## config.mk

```make
export PLATFORM = sky130hd
export DESIGN_NAME = crfc_core
export DESIGN_NICKNAME = d
export VERILOG_FILES = /design/src/hw/rtl/crfc_pkg.sv /design/src/hw/rtl/crfc_core.sv
export VERILOG_INCLUDE_DIRS = /design/src /design/src/hw/rtl
export SDC_FILE = /design/constraint.sdc
export NUM_CORES = 1
export LEC_CHECK = 0
export BUFFER_PORTS_ARGS = -buffer_cell sky130_fd_sc_hd__clkbuf_2
export CORE_MARGIN = 10
export CORE_UTILIZATION = 55
export DETAILED_ROUTE_END_ITERATION = 16
export HOLD_SLACK_MARGIN = 0.03
export PLACE_DENSITY = 0.87
export SETUP_SLACK_MARGIN = 0.2
export SYNTH_ARGS = -nofsm -noshare
export SYNTH_HDL_FRONTEND = slang
export SYNTH_SLANG_ARGS = --single-unit
export TNS_END_PERCENT = 10
```

## constraint.sdc

```tcl
create_clock -name clk -period 5.1 [get_ports clk]
set_clock_uncertainty 0.1 [all_clocks]
set_input_delay 1.02 -clock clk [delete_from_list [all_inputs] [get_ports clk]]
set_output_delay 1.02 -clock clk [all_outputs]
set_load 0.03 [all_outputs]
```

## src/hw/rtl/command_reply_frame_checker_defines.svh

```systemverilog
// Assertion helpers shared by the checker RTL.
// Each macro expects clk and rst_n to be visible in the enclosing module.
`ifndef COMMAND_REPLY_FRAME_CHECKER_DEFINES_SVH
`define COMMAND_REPLY_FRAME_CHECKER_DEFINES_SVH

// Consequent checked in the same cycle as the antecedent.
`define CRFC_ASSERT_NOW(label, ante, cons, msg) \
    label: assert property (@(posedge clk) disable iff (!rst_n) (ante) |-> (cons)) \
        else $error(msg);

// Consequent checked in the cycle after the antecedent.
`define CRFC_ASSERT_NEXT(label, ante, cons, msg) \
    label: assert property (@(posedge clk) disable iff (!rst_n) (ante) |=> (cons)) \
        else $error(msg);

`endif

```

## src/hw/rtl/crfc_pkg.sv

```systemverilog
package crfc_pkg;

    localparam int TIMEOUT_W = 10;
    localparam int BYTE_W    = 8;
    localparam int OP_W      = 2;
    localparam int STATUS_W  = 3;
    localparam int CFG_IDX_W = 2;
    localparam int CFG_DATA_W = 10;

    // operation codes
    localparam logic [OP_W-1:0] OP_START = 2'd0;
    localparam logic [OP_W-1:0] OP_BYTE  = 2'd1;
    localparam logic [OP_W-1:0] OP_TICK  = 2'd2;

    // register indexes
    localparam logic [CFG_IDX_W-1:0] CFG_HEADER_TIMEOUT = 2'd0;
    localparam logic [CFG_IDX_W-1:0] CFG_LENGTH_TIMEOUT = 2'd1;
    localparam logic [CFG_IDX_W-1:0] CFG_BODY_TIMEOUT   = 2'd2;
    localparam logic [CFG_IDX_W-1:0] CFG_MAX_LENGTH     = 2'd3;

    // frame phases
    localparam logic [1:0] PH_IDLE   = 2'd0;
    localparam logic [1:0] PH_HEADER = 2'd1;
    localparam logic [1:0] PH_LENGTH = 2'd2;
    localparam logic [1:0] PH_BODY   = 2'd3;

    // status codes
    localparam logic [STATUS_W-1:0] ST_OK           = 3'd0;
    localparam logic [STATUS_W-1:0] ST_HDR_TIMEOUT  = 3'd1;
    localparam logic [STATUS_W-1:0] ST_LEN_TIMEOUT  = 3'd2;
    localparam logic [STATUS_W-1:0] ST_BAD_LENGTH   = 3'd3;
    localparam logic [STATUS_W-1:0] ST_BODY_TIMEOUT = 3'd4;
    localparam logic [STATUS_W-1:0] ST_CHECKSUM     = 3'd5;
    localparam logic [STATUS_W-1:0] ST_ID_MISMATCH  = 3'd6;

    localparam logic [BYTE_W-1:0] HEADER_BYTE      = 8'h5A;
    localparam logic [BYTE_W-1:0] MIN_FRAME_LENGTH = 8'd4;

    localparam logic [TIMEOUT_W-1:0] HEADER_TIMEOUT_RST = 10'd250;
    localparam logic [TIMEOUT_W-1:0] LENGTH_TIMEOUT_RST = 10'd50;
    localparam logic [TIMEOUT_W-1:0] BODY_TIMEOUT_RST   = 10'd100;
    localparam logic [BYTE_W-1:0]    MAX_LENGTH_RST     = 8'd32;

    typedef struct packed {
        logic [OP_W-1:0]   operation;
        logic [BYTE_W-1:0] rx_byte;
        logic [BYTE_W-1:0] expected_id;
    } crfc_item_t;

    typedef struct packed {
        logic [TIMEOUT_W-1:0] header_timeout_ms;
        logic [TIMEOUT_W-1:0] length_timeout_ms;
        logic [TIMEOUT_W-1:0] body_timeout_ms;
        logic [BYTE_W-1:0]    max_frame_length;
    } crfc_cfg_t;

    typedef struct packed {
        logic [STATUS_W-1:0] status;
        logic [BYTE_W-1:0]   reply_id;
        logic [BYTE_W-1:0]   reply_length;
    } crfc_result_t;

endpackage

```

## src/hw/rtl/crfc_core.sv

```systemverilog
`include "command_reply_frame_checker_defines.svh"

module crfc_core
    import crfc_pkg::*;
(
    input  logic         clk,
    input  logic         rst_n,
    input  logic         fire,
    input  crfc_item_t   item,
    input  crfc_cfg_t    cfg,
    output logic         res_valid,
    output crfc_result_t res
);

    logic [1:0]           phase_reg,        phase_next;
    logic [TIMEOUT_W-1:0] elapsed_reg,      elapsed_next;
    logic [BYTE_W-1:0]    bytes_left_reg,   bytes_left_next;
    logic [BYTE_W-1:0]    sum_reg,          sum_next;
    logic [BYTE_W-1:0]    frame_length_reg, frame_length_next;
    logic [BYTE_W-1:0]    reply_id_reg,     reply_id_next;
    logic [BYTE_W-1:0]    wanted_id_reg,    wanted_id_next;
    logic                 id_seen_reg,      id_seen_next;

    logic [TIMEOUT_W:0]   elapsed_inc;
    logic [BYTE_W-1:0]    body_id;

    assign elapsed_inc = {1'b0, elapsed_reg} + {{TIMEOUT_W{1'b0}}, 1'b1};
    // first body byte is the id
    assign body_id = id_seen_reg ? reply_id_reg : item.rx_byte;

    always_comb
    begin
        phase_next        = phase_reg;
        elapsed_next      = elapsed_reg;
        bytes_left_next   = bytes_left_reg;
        sum_next          = sum_reg;
        frame_length_next = frame_length_reg;
        reply_id_next     = reply_id_reg;
        wanted_id_next    = wanted_id_reg;
        id_seen_next      = id_seen_reg;
        res_valid         = 1'b0;
        res               = '0;

        if (fire)
        begin
            unique case (item.operation)
                OP_START:
                begin
                    phase_next        = PH_HEADER;
                    elapsed_next      = '0;
                    bytes_left_next   = '0;
                    sum_next          = '0;
                    frame_length_next = '0;
                    reply_id_next     = '0;
                    id_seen_next      = 1'b0;
                    wanted_id_next    = item.expected_id;
                end
                OP_BYTE:
                begin
                    unique case (phase_reg)
                        PH_HEADER:
                        begin
                            if (item.rx_byte == HEADER_BYTE)
                            begin
                                phase_next   = PH_LENGTH;
                                elapsed_next = '0;
                                sum_next     = HEADER_BYTE;
                            end
                        end
                        PH_LENGTH:
                        begin
                            frame_length_next = item.rx_byte;
                            if (item.rx_byte < MIN_FRAME_LENGTH ||
                                item.rx_byte > cfg.max_frame_length)
                            begin
                                res_valid          = 1'b1;
                                res.status         = ST_BAD_LENGTH;
                                res.reply_length   = item.rx_byte;
                                phase_next         = PH_IDLE;
                            end
                            else
                            begin
                                sum_next        = sum_reg + item.rx_byte;
                                bytes_left_next = item.rx_byte - 8'd2;
                                elapsed_next    = '0;
                                id_seen_next    = 1'b0;
                                phase_next      = PH_BODY;
                            end
                        end
                        PH_BODY:
                        begin
                            reply_id_next = body_id;
                            if (bytes_left_reg <= 8'd1)
                            begin
                                res_valid        = 1'b1;
                                res.reply_id     = body_id;
                                res.reply_length = frame_length_reg;
                                phase_next       = PH_IDLE;
                                priority if (sum_reg != item.rx_byte)
                                    res.status = ST_CHECKSUM;
                                else if (body_id != wanted_id_reg)
                                    res.status = ST_ID_MISMATCH;
                                else
                                    res.status = ST_OK;
                            end
                            else
                            begin
                                sum_next        = sum_reg + item.rx_byte;
                                bytes_left_next = bytes_left_reg - 8'd1;
                                id_seen_next    = 1'b1;
                            end
                        end
                        default: ;
                    endcase
                end
                OP_TICK:
                begin
                    unique case (phase_reg)
                        PH_HEADER:
                        begin
                            if (elapsed_inc >= {1'b0, cfg.header_timeout_ms})
                            begin
                                res_valid  = 1'b1;
                                res.status = ST_HDR_TIMEOUT;
                                phase_next = PH_IDLE;
                            end
                            else
                                elapsed_next = elapsed_inc[TIMEOUT_W-1:0];
                        end
                        PH_LENGTH:
                        begin
                            if (elapsed_reg >= cfg.length_timeout_ms)
                            begin
                                res_valid  = 1'b1;
                                res.status = ST_LEN_TIMEOUT;
                                phase_next = PH_IDLE;
                            end
                            else
                                elapsed_next = elapsed_inc[TIMEOUT_W-1:0];
                        end
                        PH_BODY:
                        begin
                            if (elapsed_reg >= cfg.body_timeout_ms)
                            begin
                                res_valid        = 1'b1;
                                res.status       = ST_BODY_TIMEOUT;
                                res.reply_id     = id_seen_reg ? reply_id_reg : '0;
                                res.reply_length = frame_length_reg;
                                phase_next       = PH_IDLE;
                            end
                            else
                                elapsed_next = elapsed_inc[TIMEOUT_W-1:0];
                        end
                        default: ;
                    endcase
                end
                default: ;
            endcase
        end
    end

    always_ff @(posedge clk or negedge rst_n)
    begin
        if (!rst_n)
        begin
            phase_reg        <= PH_IDLE;
            elapsed_reg      <= '0;
            bytes_left_reg   <= '0;
            sum_reg          <= '0;
            frame_length_reg <= '0;
            reply_id_reg     <= '0;
            wanted_id_reg    <= '0;
            id_seen_reg      <= 1'b0;
        end
        else
        begin
            phase_reg        <= phase_next;
            elapsed_reg      <= elapsed_next;
            bytes_left_reg   <= bytes_left_next;
            sum_reg          <= sum_next;
            frame_length_reg <= frame_length_next;
            reply_id_reg     <= reply_id_next;
            wanted_id_reg    <= wanted_id_next;
            id_seen_reg      <= id_seen_next;
        end
    end

    `CRFC_ASSERT_NOW(a_idle_silent, fire && phase_reg == PH_IDLE && item.operation != OP_START, !res_valid, "result produced while idle")
    `CRFC_ASSERT_NEXT(a_done_idle, res_valid, phase_reg == PH_IDLE, "phase not idle after result")
    `CRFC_ASSERT_NOW(a_body_count, phase_reg == PH_BODY, bytes_left_reg != '0, "body byte count ran out")

endmodule
```

==> impl_metrics.prom <==
# TYPE chip_impl_metric gauge
chip_impl_info{name="kind_of_critical_path",value="in -> out"} 1
chip_impl_metric{name="post_synth_edffs",unit=""} 0
chip_impl_metric{name="clock_path_buffers",unit=""} 2
chip_impl_metric{name="worst_skew_pair.late_latency",unit="ps"} 310
chip_impl_metric{name="fin_total_pwr",unit="uW"} 1380
chip_impl_metric{name="reg2reg_slack",unit="ps"} 1240
chip_impl_metric{name="finish.utilization",unit=""} 0.632
chip_impl_metric{name="worst_slew_pin_slew",unit="ps"} 991
chip_impl_metric{name="yosys_register_bits",unit=""} 53
chip_impl_metric{name="cp_required",unit="ps"} 3980
chip_impl_metric{name="grt_pass1_vias",unit=""} 4679
chip_impl_metric{name="grt_pass1_wl",unit="um"} 21800
chip_impl_metric{name="drt-total-wl",unit="um"} 12900
chip_impl_metric{name="clkSlewWorstSetupHoldPaths",unit="ps"} 100
chip_impl_metric{name="grt_max_degree",unit=""} 54
chip_impl_info{name="setup_repair_after_global_routing_missed_its_margin",value="no"} 1
chip_impl_metric{name="num_rows",unit=""} 33
chip_impl_metric{name="setup_tns",unit="ps"} 0
chip_impl_metric{name="cp_max_fo",unit=""} 14
chip_impl_info{name="yosys_most_used_dff",value="sky130_fd_sc_hd__dfrtp_1"} 1
chip_impl_metric{name="cts_setup_buffers",unit=""} 0
chip_impl_info{name="cp-end-kind",value="primary output"} 1
chip_impl_metric{name="detail-route-antenna-nets",unit=""} 0
chip_impl_metric{name="power_density",unit="nW/um2"} 263
chip_impl_info{name="netlist.top_cell.by_area",value="sky130_fd_sc_hd__dfrtp_1"} 1
chip_impl_metric{name="drt_drc_violations_left",unit=""} 0
chip_impl_metric{name="routed-via-count",unit=""} 4499
chip_impl_metric{name="drt_iter0_drc",unit=""} 346
chip_impl_metric{name="maxSlewViolCount",unit=""} 0
chip_impl_info{name="ys_top_cells_by_area",value="sky130_fd_sc_hd__dfrtp_1 (28%), sky130_fd_sc_hd__ha_1 (15%), sky130_fd_sc_hd__nand2_1 (5.8%)"} 1
chip_impl_metric{name="largest_register_ffs",unit=""} 10
chip_impl_metric{name="post_cts.resized_instances",unit=""} 0
chip_impl_metric{name="hold_slack",unit="ps"} 409
chip_impl_metric{name="gp_congestion",unit=""} 0.915
chip_impl_metric{name="crit_arrival",unit="ps"} 3530
chip_impl_metric{name="fill_cells",unit=""} 690
chip_impl_metric{name="leakage_power",unit="uW"} 0.00254
chip_impl_info{name="critPathSlowestCell",value="sky130_fd_sc_hd__a2111oi_0"} 1
chip_impl_metric{name="synth_top_area_frac",unit=""} 0.279
chip_impl_metric{name="fmaxAchievable",unit="MHz"} 215
chip_impl_metric{name="dp.final_hpwl",unit="um"} 10000
chip_impl_metric{name="clock_sinks",unit=""} 53
chip_impl_metric{name="post_cts_hold_buffer_count",unit=""} 0
chip_impl_info{name="status",value="complete, no violations"} 1
chip_impl_metric{name="cts_inserted_buffers",unit=""} 5
chip_impl_metric{name="number_of_nets_in_the_final_layout",unit=""} 742
chip_impl_metric{name="final_layout_size_suffix_gt1_frac",unit=""} 0.179
chip_impl_metric{name="timing.max_cap.violations",unit=""} 0
chip_impl_info{name="crit_start_category",value="input pin"} 1
chip_impl_metric{name="clock_tree.htree_level_count",unit=""} 2
chip_impl_metric{name="worst_ir_drop_vdd",unit="mV"} 0.191
chip_impl_metric{name="routed_wire_length_per_instance",unit="um"} 17.7
chip_impl_info{name="timing.critical_path.mode_cell",value="sky130_fd_sc_hd__clkbuf_2"} 1
chip_impl_metric{name="portBuffers",unit=""} 78
chip_impl_metric{name="dieHeight",unit="um"} 113
chip_impl_metric{name="area_delta_synth_final",unit="%"} 10.5
chip_impl_info{name="clk_root_buffer_cell",value="sky130_fd_sc_hd__clkbuf_8"} 1
chip_impl_metric{name="vias_per_cell",unit=""} 6.15
chip_impl_metric{name="synth_cell_type_count",unit=""} 64
chip_impl_info{name="tritoncts_clock_tree",value="built"} 1
chip_impl_metric{name="stdcell_area",unit="um2"} 5250
chip_impl_metric{name="syn_nets",unit=""} 679
chip_impl_metric{name="ioPinCount",unit=""} 79
chip_impl_metric{name="synth_instances",unit=""} 562
chip_impl_metric{name="num_antenna_cells",unit=""} 0
chip_impl_info{name="hp-class",value="reg -> reg"} 1
chip_impl_metric{name="final_min_period_over_clock_period",unit=""} 0.912
chip_impl_info{name="timing.critical_path.max_delay_family",value="compound AO/OA/AOI/OAI gates"} 1
chip_impl_metric{name="synth_async_sr_flop_share",unit=""} 1.00
chip_impl_metric{name="postPlaceCellArea",unit="um2"} 5160
chip_impl_metric{name="max_slew_margin",unit=""} 0.339
chip_impl_metric{name="seq_area_frac_synth",unit=""} 0.279
chip_impl_info{name="crit_path_cell_trace",value="clkbuf_2, inv_1, ha_1, a2111oi_0, o21ai_0, a21oi_1, nor3_1, a21o_1, and2b_1, a32o_1, clkbuf_2"} 1
chip_impl_metric{name="path_buf_inv",unit=""} 3
chip_impl_metric{name="area_taken_by_multi_input_logic_gates",unit="um2"} 3080
chip_impl_metric{name="sequential_cell_area",unit="um2"} 1330
chip_impl_metric{name="globalRouteTotalUtil",unit=""} 0.198
chip_impl_metric{name="timing.final.crit_period",unit="ps"} 4650
chip_impl_metric{name="synth.cell_area",unit="um2"} 4750
chip_impl_metric{name="die_width",unit="um"} 113
chip_impl_metric{name="grt-ovfl-total",unit=""} 0
chip_impl_metric{name="design.die.area",unit="um2"} 12700
chip_impl_metric{name="avgSynthCellArea",unit="um2"} 8.45
chip_impl_metric{name="cp_slowest_stage_delay",unit="ps"} 500
chip_impl_metric{name="setup_viol",unit=""} 0
chip_impl_metric{name="floorplan.initialDensity",unit=""} 0.572
chip_impl_metric{name="detailedRoute.firstPassIterationCount",unit=""} 5
chip_impl_metric{name="synth-warning-count",unit=""} 0
chip_impl_metric{name="floorplan.core_area",unit="um2"} 8300
chip_impl_metric{name="number_of_antenna_violations_at_the_first_check_in_global_routing",unit=""} 0
chip_impl_metric{name="timing.final.hold_violations",unit=""} 0
[worst reg2reg max path, cell delays in order (launching register included)]
cell and delay [ps]:
sky130_fd_sc_hd__dfrtp_1 490, sky130_fd_sc_hd__ha_1 300, sky130_fd_sc_hd__nand2_1 110, sky130_fd_sc_hd__nor2_1 230, sky130_fd_sc_hd__and3_1 230, sky130_fd_sc_hd__xor2_1 210
sky130_fd_sc_hd__ha_1 300, sky130_fd_sc_hd__a21o_1 170, sky130_fd_sc_hd__a21o_1 180, sky130_fd_sc_hd__o21ai_0 140, sky130_fd_sc_hd__o21ai_0 160, sky130_fd_sc_hd__a211oi_2 250
sky130_fd_sc_hd__buf_4 210, sky130_fd_sc_hd__o21ai_0 300, sky130_fd_sc_hd__mux2_2 390
[cells in the mapped netlist, types with 9 or more instances]
cell type and count:
sky130_fd_sc_hd__nand3_1 15, sky130_fd_sc_hd__nand2_1 74, sky130_fd_sc_hd__mux2i_1 9, sky130_fd_sc_hd__a22o_1 12, sky130_fd_sc_hd__nor3_1 14, sky130_fd_sc_hd__mux2_2 11, sky130_fd_sc_hd__inv_1 50, sky130_fd_sc_hd__nor2_1 32
sky130_fd_sc_hd__dfrtp_1 53, sky130_fd_sc_hd__o21ai_0 44, sky130_fd_sc_hd__xnor2_1 20, sky130_fd_sc_hd__a21oi_1 21, sky130_fd_sc_hd__clkbuf_1 13, sky130_fd_sc_hd__ha_1 57
[layer usage]
layer / share of wire / vias up / global-route usage
met5: 0 / - / 0
li1: - / 2147 / -
met1: 0.42 / 2134 / 0.240
met4: 0.029 / 0 / 0.0770
met3: 0.062 / 40 / 0.0412
met2: 0.49 / 178 / 0.335
[area by class of cell]
| class | count | area share |
|---|---|---|
| multi-input cells | 431 | 0.588 |
| flip-flops and latches | 53 | 0.253 |
| repair buffers | 83 | 0.0815 |
| inverters | 51 | 0.0365 |
| well taps | 105 | 0.0250 |
| clock buffers | 6 | 0.0138 |
| clock inverters | 2 | 0.00286 |
[cells in the final DEF, fill, tap and decap left out, drive strengths merged, types with 9 or more instances in the layout]
master / netlist / final
ha: 57 / 57
nor2: 33 / 33
xnor2: 20 / 20
mux2i: 9 / 9
dfrtp: 53 / 53
o21ai: 47 / 47
mux2: 11 / 11
a21oi: 21 / 21
inv: 51 / 51
nor3: 14 / 14
clkbuf: 14 / 84
a22o: 12 / 12
nand3: 15 / 15
nand2: 74 / 74
[report_power, final]
group          leakage (uW)  switching, uW  total, uW  internal [uW]
Combinational       0.00180            323        555            232
Clock             0.0000374            145        242           97.1
Sequential         0.000704           89.3        584            495
[metrics by stage]
stage / setup WS (ps) / cells
after CTS: 453 / 731
after floorplan: 1040 / 562
after global placement: 622 / 723
after detailed placement: 458 / 723
final: 447 / 731
after global routing: 253 / 731
[worst paths after layout]
check,from,depth (start not counted),to
min in group asynchronous,rst_n,2,wanted_id_reg[1]
worst max-delay path,cfg[13],11,res[13]
worst min register to register,sum_reg[3],2,sum_reg[3]
worst min-delay path,sum_reg[3],2,sum_reg[3]
worst max register to register,elapsed_reg[1],14,elapsed_reg[0]
max in group asynchronous,rst_n,2,bytes_left_reg[6]
[cell families (layout without fill, tap and decap cells)]
kind of cell             count (synthesis)  count (layout)  synth area share
XOR/XNOR                                28              28            0.0516
AO/OA/AOI/OAI                          147             147             0.219
buffers and inverters                   78             142            0.0719
adder cells (fa/ha/maj)                 58              58             0.154
flip-flops                              53              53             0.279
AND/OR/NAND/NOR                        178             178             0.179
multiplexers                            20              20            0.0451
No activity file was read; power rests on OpenSTA's default activity.
